==> src/rtl/fastq_gc_content_top_defines.svh <==
// Assertion macros used by the GC-content meter controller.
`ifndef FASTQ_GC_CONTENT_TOP_DEFINES_SVH
`define FASTQ_GC_CONTENT_TOP_DEFINES_SVH

// Same-cycle implication, clocked on clk, off while rst_n is low.
`define FGC_ASSERT_NOW(lbl, ante, cons, msg) \
  lbl: assert property (@(posedge clk) disable iff (!rst_n) (ante) |-> (cons)) \
    else $error(msg);

// Next-cycle implication, clocked on clk, off while rst_n is low.
`define FGC_ASSERT_NEXT(lbl, ante, cons, msg) \
  lbl: assert property (@(posedge clk) disable iff (!rst_n) (ante) |=> (cons)) \
    else $error(msg);

`endif

==> src/rtl/fgc_pkg.sv <==
// Shared types and constants of the GC-content meter.
`default_nettype none
package fgc_pkg;

  localparam int unsigned RD_BITS = 32;

  localparam logic [7:0] CH_LF = 8'h0A;
  localparam logic [7:0] CH_CR = 8'h0D;
  localparam logic [7:0] CH_G  = 8'h47;
  localparam logic [7:0] CH_LG = 8'h67;
  localparam logic [7:0] CH_C  = 8'h43;
  localparam logic [7:0] CH_LC = 8'h63;

  typedef struct packed {
    logic take_byte;
    logic start_frac;
    logic zero_frac;
    logic latch_frac;
    logic post;
    logic start_mean;
    logic load_out;
    logic final_out;
    logic use_mean;
  } fgc_cmd_t;

  typedef struct packed {
    logic rec_end;
    logic base_zero;
    logic div_done;
    logic last;
    logic n_zero;
    logic out_full;
  } fgc_status_t;

endpackage
`default_nettype wire

==> src/rtl/fastq_gc_content_top.sv <==
// Top level of the streaming FASTQ GC-content meter.
// Usage:
//   in_*  : one FASTQ text byte per transaction (in_valid / in_stall).
//   out_* : one result per completed record (out_valid / out_stall), carrying
//           the GC and base counts, the Q1.FRAC_BITS GC fraction, the empty
//           flag, and on the last record the mean fraction and final flag.
//   cfg_* : writes read_target; cfg_ready is always high. Write only when idle.
// Throughput: one byte per cycle while in_stall is low. The newline closing a
//   record holds off further bytes while the divider runs FRAC_BITS+1 steps
//   and the fraction is latched and posted, or only while it is posted for an
//   empty read; the final record adds the mean on the serial divider.
// Result: after the closing newline is taken, the fraction is divided (S_FRAC,
//   skipped for an empty read) and latched, and S_POST loads the result; on the
//   final record S_POST starts the mean division and S_MEAN loads the result.
// Reset (rst_n, synchronous): clears all counts and sets read_target to 1.
// Stall: while a result waits, bytes keep flowing; only the next record's
//   closing newline is held off until the result is taken. After the final
//   record every byte is taken and dropped until reset.
`default_nettype none
module fastq_gc_content_top #(
  parameter int unsigned COUNT_BITS = 32,
  parameter int unsigned FRAC_BITS  = 16
) (
  input  wire logic                  clk,
  input  wire logic                  rst_n,
  input  wire logic                  in_valid,
  output logic                       in_stall,
  input  wire logic [7:0]            in_text_byte,
  output logic                       out_valid,
  input  wire logic                  out_stall,
  output logic [COUNT_BITS-1:0]      out_gc_bases,
  output logic [COUNT_BITS-1:0]      out_seq_length,
  output logic [FRAC_BITS:0]         out_gc_fraction,
  output logic                       out_empty_read,
  output logic [FRAC_BITS:0]         out_mean_fraction,
  output logic                       out_final_record,
  input  wire logic                  cfg_valid,
  output logic                       cfg_ready,
  input  wire logic [31:0]           cfg_read_target
);
  import fgc_pkg::*;

  fgc_cmd_t    cmd;
  fgc_status_t status;

  assign cfg_ready = 1'b1;

  fgc_ctrl u_ctrl (
    .clk      (clk),
    .rst_n    (rst_n),
    .in_valid (in_valid),
    .status   (status),
    .in_stall (in_stall),
    .cmd      (cmd)
  );

  fgc_datapath #(
    .COUNT_BITS (COUNT_BITS),
    .FRAC_BITS  (FRAC_BITS)
  ) u_dp (
    .clk               (clk),
    .rst_n             (rst_n),
    .in_valid          (in_valid),
    .in_text_byte      (in_text_byte),
    .cfg_write         (cfg_valid && cfg_ready),
    .cfg_read_target   (cfg_read_target),
    .cmd               (cmd),
    .status            (status),
    .out_valid         (out_valid),
    .out_stall         (out_stall),
    .out_gc_bases      (out_gc_bases),
    .out_seq_length    (out_seq_length),
    .out_gc_fraction   (out_gc_fraction),
    .out_empty_read    (out_empty_read),
    .out_mean_fraction (out_mean_fraction),
    .out_final_record  (out_final_record)
  );

endmodule
`default_nettype wire

==> src/rtl/fgc_divider.sv <==
// Serial restoring divider, one quotient bit per cycle.
`default_nettype none
module fgc_divider #(
  parameter int unsigned DEN_W = 32,
  parameter int unsigned DVD_W = 49,
  parameter int unsigned CNT_W = 6
) (
  input  wire logic             clk,
  input  wire logic             rst_n,
  input  wire logic             start,
  input  wire logic [DEN_W-1:0] init_rem,
  input  wire logic [DVD_W-1:0] dvd,
  input  wire logic [DEN_W-1:0] den,
  input  wire logic [CNT_W-1:0] steps,
  output logic                  done,
  output logic      [DVD_W-1:0] quo
);

  logic             busy_r, busy_nxt;
  logic             done_r, done_nxt;
  logic [CNT_W-1:0] cnt_r, cnt_nxt;
  logic [DEN_W-1:0] rem_r, rem_nxt;
  logic [DVD_W-1:0] dvd_r, dvd_nxt;
  logic [DEN_W-1:0] den_r, den_nxt;
  logic [DVD_W-1:0] quo_r, quo_nxt;
  logic [DEN_W:0]   shifted;
  logic [DEN_W:0]   diff;
  logic             ge;

  always_comb begin
    shifted  = {rem_r, dvd_r[DVD_W-1]};
    ge       = shifted >= {1'b0, den_r};
    diff     = shifted - {1'b0, den_r};
    busy_nxt = busy_r;
    done_nxt = 1'b0;
    cnt_nxt  = cnt_r;
    rem_nxt  = rem_r;
    dvd_nxt  = dvd_r;
    den_nxt  = den_r;
    quo_nxt  = quo_r;
    if (start) begin
      busy_nxt = 1'b1;
      cnt_nxt  = steps;
      rem_nxt  = init_rem;
      dvd_nxt  = dvd;
      den_nxt  = den;
      quo_nxt  = '0;
    end else if (busy_r) begin
      rem_nxt = ge ? diff[DEN_W-1:0] : shifted[DEN_W-1:0];
      dvd_nxt = {dvd_r[DVD_W-2:0], 1'b0};
      quo_nxt = {quo_r[DVD_W-2:0], ge};
      cnt_nxt = cnt_r - CNT_W'(1);
      if (cnt_r == CNT_W'(1)) begin
        busy_nxt = 1'b0;
        done_nxt = 1'b1;
      end
    end
  end

  always_ff @(posedge clk) begin
    if (!rst_n) begin
      busy_r <= 1'b0;
      done_r <= 1'b0;
      cnt_r  <= '0;
    end else begin
      busy_r <= busy_nxt;
      done_r <= done_nxt;
      cnt_r  <= cnt_nxt;
    end
  end

  always_ff @(posedge clk) begin
    rem_r <= rem_nxt;
    dvd_r <= dvd_nxt;
    den_r <= den_nxt;
    quo_r <= quo_nxt;
  end

  assign done = done_r;
  assign quo  = quo_r;

endmodule
`default_nettype wire

==> src/rtl/fgc_datapath.sv <==
// Byte decode, tallies, running sum, output register and divider of the meter.
`default_nettype none
module fgc_datapath #(
  parameter int unsigned COUNT_BITS = 32,
  parameter int unsigned FRAC_BITS  = 16
) (
  input  wire logic                  clk,
  input  wire logic                  rst_n,
  input  wire logic                  in_valid,
  input  wire logic [7:0]            in_text_byte,
  input  wire logic                  cfg_write,
  input  wire logic [31:0]           cfg_read_target,
  input  wire fgc_pkg::fgc_cmd_t     cmd,
  output fgc_pkg::fgc_status_t       status,
  output logic                       out_valid,
  input  wire logic                  out_stall,
  output logic [COUNT_BITS-1:0]      out_gc_bases,
  output logic [COUNT_BITS-1:0]      out_seq_length,
  output logic [FRAC_BITS:0]         out_gc_fraction,
  output logic                       out_empty_read,
  output logic [FRAC_BITS:0]         out_mean_fraction,
  output logic                       out_final_record
);
  import fgc_pkg::*;

  localparam int unsigned SUM_BITS = RD_BITS + FRAC_BITS + 1;
  localparam int unsigned DEN_W    = (COUNT_BITS > RD_BITS) ? COUNT_BITS : RD_BITS;
  localparam int unsigned CNT_W    = $clog2(SUM_BITS + 1);

  logic [31:0]           target_r;
  logic [1:0]            phase_r, phase_nxt;
  logic                  cut_r, cut_nxt;
  logic [COUNT_BITS-1:0] gc_r, gc_nxt;
  logic [COUNT_BITS-1:0] base_r, base_nxt;
  logic [RD_BITS-1:0]    rd_r;
  logic [SUM_BITS-1:0]   sum_r;
  logic                  out_valid_r;

  logic [COUNT_BITS-1:0] out_gc_r;
  logic [COUNT_BITS-1:0] out_len_r;
  logic [FRAC_BITS:0]    out_frac_r;
  logic                  out_empty_r;
  logic [FRAC_BITS:0]    out_mean_r;
  logic                  out_final_r;

  logic                  is_gc;
  logic [RD_BITS-1:0]    n_cur;
  logic [SUM_BITS-1:0]   sum_nxt;
  logic [SUM_BITS-1:0]   mean_dvd;
  logic [FRAC_BITS+1:0]  frac_inc;
  logic                  div_start;
  logic [DEN_W-1:0]      div_rem;
  logic [SUM_BITS-1:0]   div_dvd;
  logic [DEN_W-1:0]      div_den;
  logic [CNT_W-1:0]      div_steps;
  logic                  div_done;
  logic [SUM_BITS-1:0]   div_quo;

  always_comb begin
    is_gc     = in_text_byte inside {CH_G, CH_LG, CH_C, CH_LC};
    phase_nxt = phase_r;
    cut_nxt   = cut_r;
    gc_nxt    = gc_r;
    base_nxt  = base_r;
    if (cmd.take_byte) begin
      if (in_text_byte == CH_LF) begin
        cut_nxt   = 1'b0;
        phase_nxt = phase_r + 2'd1;
        if (phase_r == 2'd3) begin
          gc_nxt   = '0;
          base_nxt = '0;
        end
      end else if (in_text_byte == CH_CR) begin
        cut_nxt = 1'b1;
      end else if (!cut_r && phase_r == 2'd1) begin
        if (base_r != '1) base_nxt = base_r + COUNT_BITS'(1);
        if (is_gc && gc_r != '1) gc_nxt = gc_r + COUNT_BITS'(1);
      end
    end
  end

  always_comb begin
    n_cur    = rd_r + RD_BITS'(1);
    sum_nxt  = sum_r + SUM_BITS'(out_frac_r);
    mean_dvd = sum_nxt + SUM_BITS'(n_cur >> 1);
    frac_inc = {1'b0, div_quo[FRAC_BITS:0]} + (FRAC_BITS+2)'(1);

    div_start = cmd.start_frac || cmd.start_mean;
    div_rem   = cmd.start_frac ? DEN_W'(gc_r) : '0;
    div_dvd   = cmd.start_frac ? '0 : mean_dvd;
    div_den   = cmd.start_frac ? DEN_W'(base_r) : DEN_W'(n_cur);
    div_steps = cmd.start_frac ? CNT_W'(FRAC_BITS + 1) : CNT_W'(SUM_BITS);

    status.rec_end   = in_valid && in_text_byte == CH_LF && phase_r == 2'd3;
    status.base_zero = base_r == '0;
    status.div_done  = div_done;
    status.last      = n_cur >= target_r;
    status.n_zero    = n_cur == '0;
    status.out_full  = out_valid_r;
  end

  fgc_divider #(
    .DEN_W (DEN_W),
    .DVD_W (SUM_BITS),
    .CNT_W (CNT_W)
  ) u_div (
    .clk      (clk),
    .rst_n    (rst_n),
    .start    (div_start),
    .init_rem (div_rem),
    .dvd      (div_dvd),
    .den      (div_den),
    .steps    (div_steps),
    .done     (div_done),
    .quo      (div_quo)
  );

  always_ff @(posedge clk) begin
    if (!rst_n) begin
      target_r    <= 32'd1;
      phase_r     <= '0;
      cut_r       <= 1'b0;
      gc_r        <= '0;
      base_r      <= '0;
      rd_r        <= '0;
      sum_r       <= '0;
      out_valid_r <= 1'b0;
    end else begin
      if (cfg_write) target_r <= cfg_read_target;
      phase_r <= phase_nxt;
      cut_r   <= cut_nxt;
      gc_r    <= gc_nxt;
      base_r  <= base_nxt;
      if (cmd.post) begin
        rd_r  <= n_cur;
        sum_r <= sum_nxt;
      end
      if (cmd.load_out) out_valid_r <= 1'b1;
      else if (out_valid_r && !out_stall) out_valid_r <= 1'b0;
    end
  end

  always_ff @(posedge clk) begin
    if (cmd.take_byte && status.rec_end) begin
      out_gc_r    <= gc_r;
      out_len_r   <= base_r;
      out_empty_r <= base_r == '0;
    end
    if (cmd.zero_frac) out_frac_r <= '0;
    else if (cmd.latch_frac) out_frac_r <= frac_inc[FRAC_BITS+1:1];
    if (cmd.load_out) begin
      out_mean_r  <= cmd.use_mean ? div_quo[FRAC_BITS:0] : '0;
      out_final_r <= cmd.final_out;
    end
  end

  assign out_valid         = out_valid_r;
  assign out_gc_bases      = out_gc_r;
  assign out_seq_length    = out_len_r;
  assign out_gc_fraction   = out_frac_r;
  assign out_empty_read    = out_empty_r;
  assign out_mean_fraction = out_mean_r;
  assign out_final_record  = out_final_r;

endmodule
`default_nettype wire

==> src/rtl/fgc_ctrl.sv <==
// Controller state machine of the GC-content meter.
`default_nettype none
`include "fastq_gc_content_top_defines.svh"
module fgc_ctrl (
  input  wire logic                 clk,
  input  wire logic                 rst_n,
  input  wire logic                 in_valid,
  input  wire fgc_pkg::fgc_status_t status,
  output logic                      in_stall,
  output fgc_pkg::fgc_cmd_t         cmd
);
  import fgc_pkg::*;

  typedef enum logic [4:0] {
    S_SCAN = 5'b00001,
    S_FRAC = 5'b00010,
    S_POST = 5'b00100,
    S_MEAN = 5'b01000,
    S_DONE = 5'b10000
  } fgc_state_t;

  fgc_state_t state_r, state_nxt;

  always_comb begin
    cmd       = '0;
    state_nxt = state_r;
    in_stall  = 1'b1;
    case (state_r)
      S_SCAN: begin
        // hold a record end until the previous result has been taken
        in_stall      = status.rec_end && status.out_full;
        cmd.take_byte = in_valid && !in_stall;
        if (cmd.take_byte && status.rec_end) begin
          if (status.base_zero) begin
            cmd.zero_frac = 1'b1;
            state_nxt     = S_POST;
          end else begin
            cmd.start_frac = 1'b1;
            state_nxt      = S_FRAC;
          end
        end
      end
      S_FRAC: begin
        if (status.div_done) begin
          cmd.latch_frac = 1'b1;
          state_nxt      = S_POST;
        end
      end
      S_POST: begin
        cmd.post = 1'b1;
        if (status.last && !status.n_zero) begin
          cmd.start_mean = 1'b1;
          state_nxt      = S_MEAN;
        end else begin
          cmd.load_out  = 1'b1;
          cmd.final_out = status.last;
          state_nxt     = status.last ? S_DONE : S_SCAN;
        end
      end
      S_MEAN: begin
        if (status.div_done) begin
          cmd.load_out  = 1'b1;
          cmd.final_out = 1'b1;
          cmd.use_mean  = 1'b1;
          state_nxt     = S_DONE;
        end
      end
      S_DONE: begin
        in_stall = 1'b0;
      end
      default: begin
        state_nxt = S_SCAN;
      end
    endcase
  end

  always_ff @(posedge clk) begin
    if (!rst_n) begin
      state_r <= S_SCAN;
    end else begin
      state_r <= state_nxt;
    end
  end

  `FGC_ASSERT_NOW(a_stall_busy, (state_r == S_FRAC) || (state_r == S_POST) || (state_r == S_MEAN), in_stall, "byte taken while a record is being finished")
  `FGC_ASSERT_NOW(a_done_state, status.div_done, (state_r == S_FRAC) || (state_r == S_MEAN), "divider finished outside a divide state")
  `FGC_ASSERT_NOW(a_out_free, cmd.load_out, !status.out_full, "result loaded over an untaken result")
  `FGC_ASSERT_NEXT(a_done_sticky, state_r == S_DONE, state_r == S_DONE, "left finished state without reset")

endmodule
`default_nettype wire
==> config.mk <==
export PLATFORM = sky130hd
export DESIGN_NAME = fastq_gc_content_top
export DESIGN_NICKNAME = d
export VERILOG_FILES = /design/src/rtl/fgc_pkg.sv /design/src/rtl/fastq_gc_content_top.sv /design/src/rtl/fgc_divider.sv /design/src/rtl/fgc_datapath.sv /design/src/rtl/fgc_ctrl.sv
export VERILOG_INCLUDE_DIRS = /design/src /design/src/rtl
export SDC_FILE = /design/constraint.sdc
export NUM_CORES = 1
export LEC_CHECK = 0
export BUFFER_PORTS_ARGS = -buffer_cell sky130_fd_sc_hd__buf_2
export CAP_MARGIN = 20
export CORE_ASPECT_RATIO = 0.7
export CORE_UTILIZATION = 50
export CTS_CLUSTER_SIZE = 24
export DETAILED_ROUTE_END_ITERATION = 8
export HOLD_SLACK_MARGIN = 0.1
export PLACE_DENSITY_LB_ADDON = 0.3
export SLEW_MARGIN = 15
export SYNTH_ARGS = -nofsm -noshare
export SYNTH_HDL_FRONTEND = slang
export SYNTH_HIERARCHICAL = 1
export SYNTH_SLANG_ARGS = --single-unit
==> constraint.sdc <==
create_clock -name clk -period 6.7 [get_ports clk]
set_input_delay 1.34 -clock clk [delete_from_list [all_inputs] [get_ports clk]]
set_output_delay 1.34 -clock clk [all_outputs]
set_load 0.005 [all_outputs]
==> run summary <==
The routed length on met1 came out at 32100 um. The H-tree was split into 2 levels. The final number of hold-violating endpoints is 0. The post-CTS clock slew at the launch and capture registers of the worst setup and hold paths came out at 60 ps. The post-detailed-placement half-perimeter wirelength came out at 48000 um. The total iterations of the first detailed-routing run is 5. The power share of the combinational group came out at 1.8%. The startpoint identified for the worst register-to-register timing path is u_dp/out_gc_fraction[0]. The worst-path maximum fanout came out at 11. In the global route stage, overall resource usage came out at between 20 and 30%.

Compared with the post-synthesis result, the final layout area differs by 11.8%. The residual DRC count is 0. The core box area came out at ~48000 um2. The largest net degree at the start of global routing is 78. The number of antenna-violating nets in the routed design came out at 0.

The setup slack of the worst register-to-register path is 740 ps. The number of rows in the core area is 67. The filler cell count in the final layout came out at 4192. The final-layout setup total negative slack came out at 0 ps.

By startpoint and endpoint, the worst setup path is classified as flop to flop. The number of port buffers is 146. Derived from the worst setup path, the maximum achievable clock frequency is 0.168 GHz.

Wires add up to about 65000 um. The slowest stage cell on the critical path is sky130_fd_sc_hd__a2111oi_0. The reported leakage power is 11.3 nW. Between clock sinks in the finished design, the worst skew comes to 25.8 ps. The clock insertion delay at the later pin of the skew report came out at 570 ps. For this design the top-level I/O count stands at 148. The fraction of layout cells with a size suffix above 1 is between 10 and 15%. From left edge to right edge, the die measures 268 um. The routed length on met2 is 27000 um. The post-CTS repair timing setup buffer count came out at 0.

The endpoint identified for the worst register-to-register timing path is u_dp/u_div/dvd_r[33]. The first global-routing pass estimated 102000 um of wire. The worst slew slack as a fraction of its limit is between 20% and 30%.

The flow ran to the end, and the final reports show no timing, DRC or antenna violations. Setup repair after global routing left no endpoint under its margin. In this design, the largest share of critical-path delay is due to compound AO/OA/AOI/OAI gates. The pin slew with the least headroom to its limit came out at 1140 ps. The final core utilization came out at a little under three fifths. The post-route minimum period is 5960 ps.

The clock group share of total power is 47.9%. Synthesis produced a netlist whose cell count is approximately 2600. The startpoint identified for the worst hold timing path is u_dp/cut_r. The count of nets after finishing is 2835. The root buffer cell chosen for the clock tree is sky130_fd_sc_hd__clkbuf_16. The initial antenna violation count came out at 3. The relative contribution of sequential cells to total power came out at 50.3%. The worst min-delay path class is flop to flop. Wire segments on met3 add up to between 4000 and 5000 um in the final route. The path with the worst hold slack has its endpoint at u_dp/cut_r. The number of failing setup endpoints in the final timing report is 0. The cell-internal power came out at 4.23 mW.

The floorplan step defined a die boundary enclosing roughly 50000 um2. The routed via count is around 19000. In this run, CTS created clock tree buffers numbering between 40 and 50. STA classifies the critical path startpoint as a flop. For this run, the slowest stage of the critical path takes 760 ps.

After layout, the worst setup slack is 739 ps. The Yosys step of the flow raised 6 warnings. The highest metal layer carrying signal wires in the routed design is met5. The sink count of the clock tree is 424. Post-CTS repair changed the size of 0 cells. Once the floorplan was initialized, standard cells occupied 51.1% of the core.

The share of the clock period used by the worst path after layout came out at between 80% and 90%. In the routed layout, each cell is associated on average with a via count of 5.77. The total congestion overflow came out at 0. The worst endpoint required time is 7010 ps.

The number of DRC markers after the initial detailed-route iteration came out at between 1500 and 2000. Averaged over all synthesized cells, the footprint is 9.69 um2. The via count of the first global-routing pass came out at 18200. Along the worst hold path, the cell count comes to 2. The worst setup path is captured at a flop. The netlist area before placement came out at 24700 um2.

The number of buffers and inverters on the critical path is 1. The fraction of power spent switching nets is 21.2%. The routability congestion estimate came out at 0.934.

The maximum resistive drop on vdd came out at 0.000134 V. The power density over the cells is slightly below 200 nW/um2. The max-slew violation count came out at 0. The TritonCTS clock tree is yes. The worst-case reg-to-reg path depth is 22. The post-placement worst setup slack came out at 722 ps.

In this run the deepest clock path goes through 3 buffers. The hold buffer count at cts is 0. For this design the total switching power over the nets is approximately 1.1 mW. The arrival time at the worst endpoint is 6270 ps.

The y dimension of the die came out at 188 um. The reported max-cap violation count came out at 0. The signal on the critical path passes through ha_1 > fa_1 > a211oi_1 > o21a_1 > a2111oi_0 > nor2_1 > xnor2_1 > ha_1 > nand3_1 > a221oi_1 > nor2_1 > a21oi_1 > a31oi_1 > o31ai_4 > a31oi_2 > o31ai_2 > a311oi_2 > buf_4 > nor4_1 > o31a_1 > nor3_1 > mux2_2. The final routed wire length divided by cell count came out at 19.5 um.
## power by group through the flow
stage / sequential (mW) / combinational (mW) / clock (mW)
finish: 2.70 / 0.0989 / 2.57
global route: 2.70 / 0.108 / 2.72
CTS: 2.70 / 0.0980 / 2.62
detailed placement: 2.76 / 0.0973 / 0
global placement: 2.76 / 0.0942 / 0
floorplan: 2.75 / 0.0591 / 0
## cell type report
| cell class | count | area (um2) | share of cell area [%] |
|---|---|---|---|
| Inverter | 99 | 372 | 1.34 |
| Timing Repair Buffer | 190 | 1100 | 3.99 |
| Tap cell | 655 | 820 | 2.96 |
| Sequential cell | 424 | 10500 | 37.8 |
| Antenna cell | 1 | 2.50 | 0.00905 |
| Clock inverter | 26 | 264 | 0.955 |
| Multi-Input combinational cell | 1908 | 13400 | 48.5 |
| Clock buffer | 53 | 1230 | 4.44 |
## how the worst max path moves through the flow
stage	startpoint	cells after the start	to	slack, ps
after floorplan	in_text_byte[4]	13	u_dp/u_div/dvd_r[0]	900
after global placement	u_dp/rd_r[2]	17	u_dp/u_div/rem_r[18]	930
after detailed placement	u_dp/rd_r[0]	17	u_dp/u_div/rem_r[18]	720
after CTS	u_dp/rd_r[3]	17	u_dp/u_div/rem_r[25]	670
after global routing	u_dp/out_gc_fraction[0]	22	u_dp/u_div/dvd_r[33]	220
final	u_dp/out_gc_fraction[0]	22	u_dp/u_div/dvd_r[33]	740
## sequential cells by signal, indices dropped and copies added, names as in the netlist, 32 cells and up
signal               cells
u_dp/u_div/rem_r        32
u_dp/gc_r               32
u_dp/target_r           32
u_dp/sum_r              49
u_dp/u_div/dvd_r        49
u_dp/rd_r               32
u_dp/base_r             32
u_dp/out_gc_bases       32
u_dp/u_div/den_r        32
u_dp/out_seq_length     32
## metal layers
layer  GRT usage [%]  up-vias
li1                -     9291
met1            40.0     9308
met2            37.3      669
met3            4.28       89
met4            5.43        4
met5               0        -
## metrics by stage
step	area (um2)	instances	power, mW	hold slack (ps)
after floorplan	24700	2556	2.81	443
after global placement	26100	3272	2.85	455
after detailed placement	26100	3273	2.86	474
after CTS	27600	3352	5.42	489
after global routing	27700	3355	5.53	513
final	27700	3356	5.37	492
## tightest hold or removal path: stages (launching register included)
cell and delay, ps:
sky130_fd_sc_hd__dfxtp_1 320, sky130_fd_sc_hd__a31oi_1 40, sky130_fd_sc_hd__nor2_1 90
## placed cells by master, fill, tap and decap left out, types with 42 or more instances in the layout
cell / instances
sky130_fd_sc_hd__a21o_1: 52
sky130_fd_sc_hd__a21oi_1: 103
sky130_fd_sc_hd__and2_1: 117
sky130_fd_sc_hd__and3_1: 49
sky130_fd_sc_hd__buf_2: 145
sky130_fd_sc_hd__buf_4: 42
sky130_fd_sc_hd__clkbuf_16: 47
sky130_fd_sc_hd__dfxtp_1: 228
sky130_fd_sc_hd__edfxtp_1: 196
sky130_fd_sc_hd__ha_1: 121
sky130_fd_sc_hd__inv_1: 99
sky130_fd_sc_hd__mux2_2: 80
sky130_fd_sc_hd__mux2i_1: 71
sky130_fd_sc_hd__nand2_1: 183
sky130_fd_sc_hd__nand3_1: 103
sky130_fd_sc_hd__nand4_1: 55
sky130_fd_sc_hd__nor2_1: 221
sky130_fd_sc_hd__nor2b_1: 73
sky130_fd_sc_hd__o21ai_0: 61
sky130_fd_sc_hd__xnor2_1: 154
sky130_fd_sc_hd__xor2_1: 116
No activity file was read; power rests on OpenSTA's default activity.
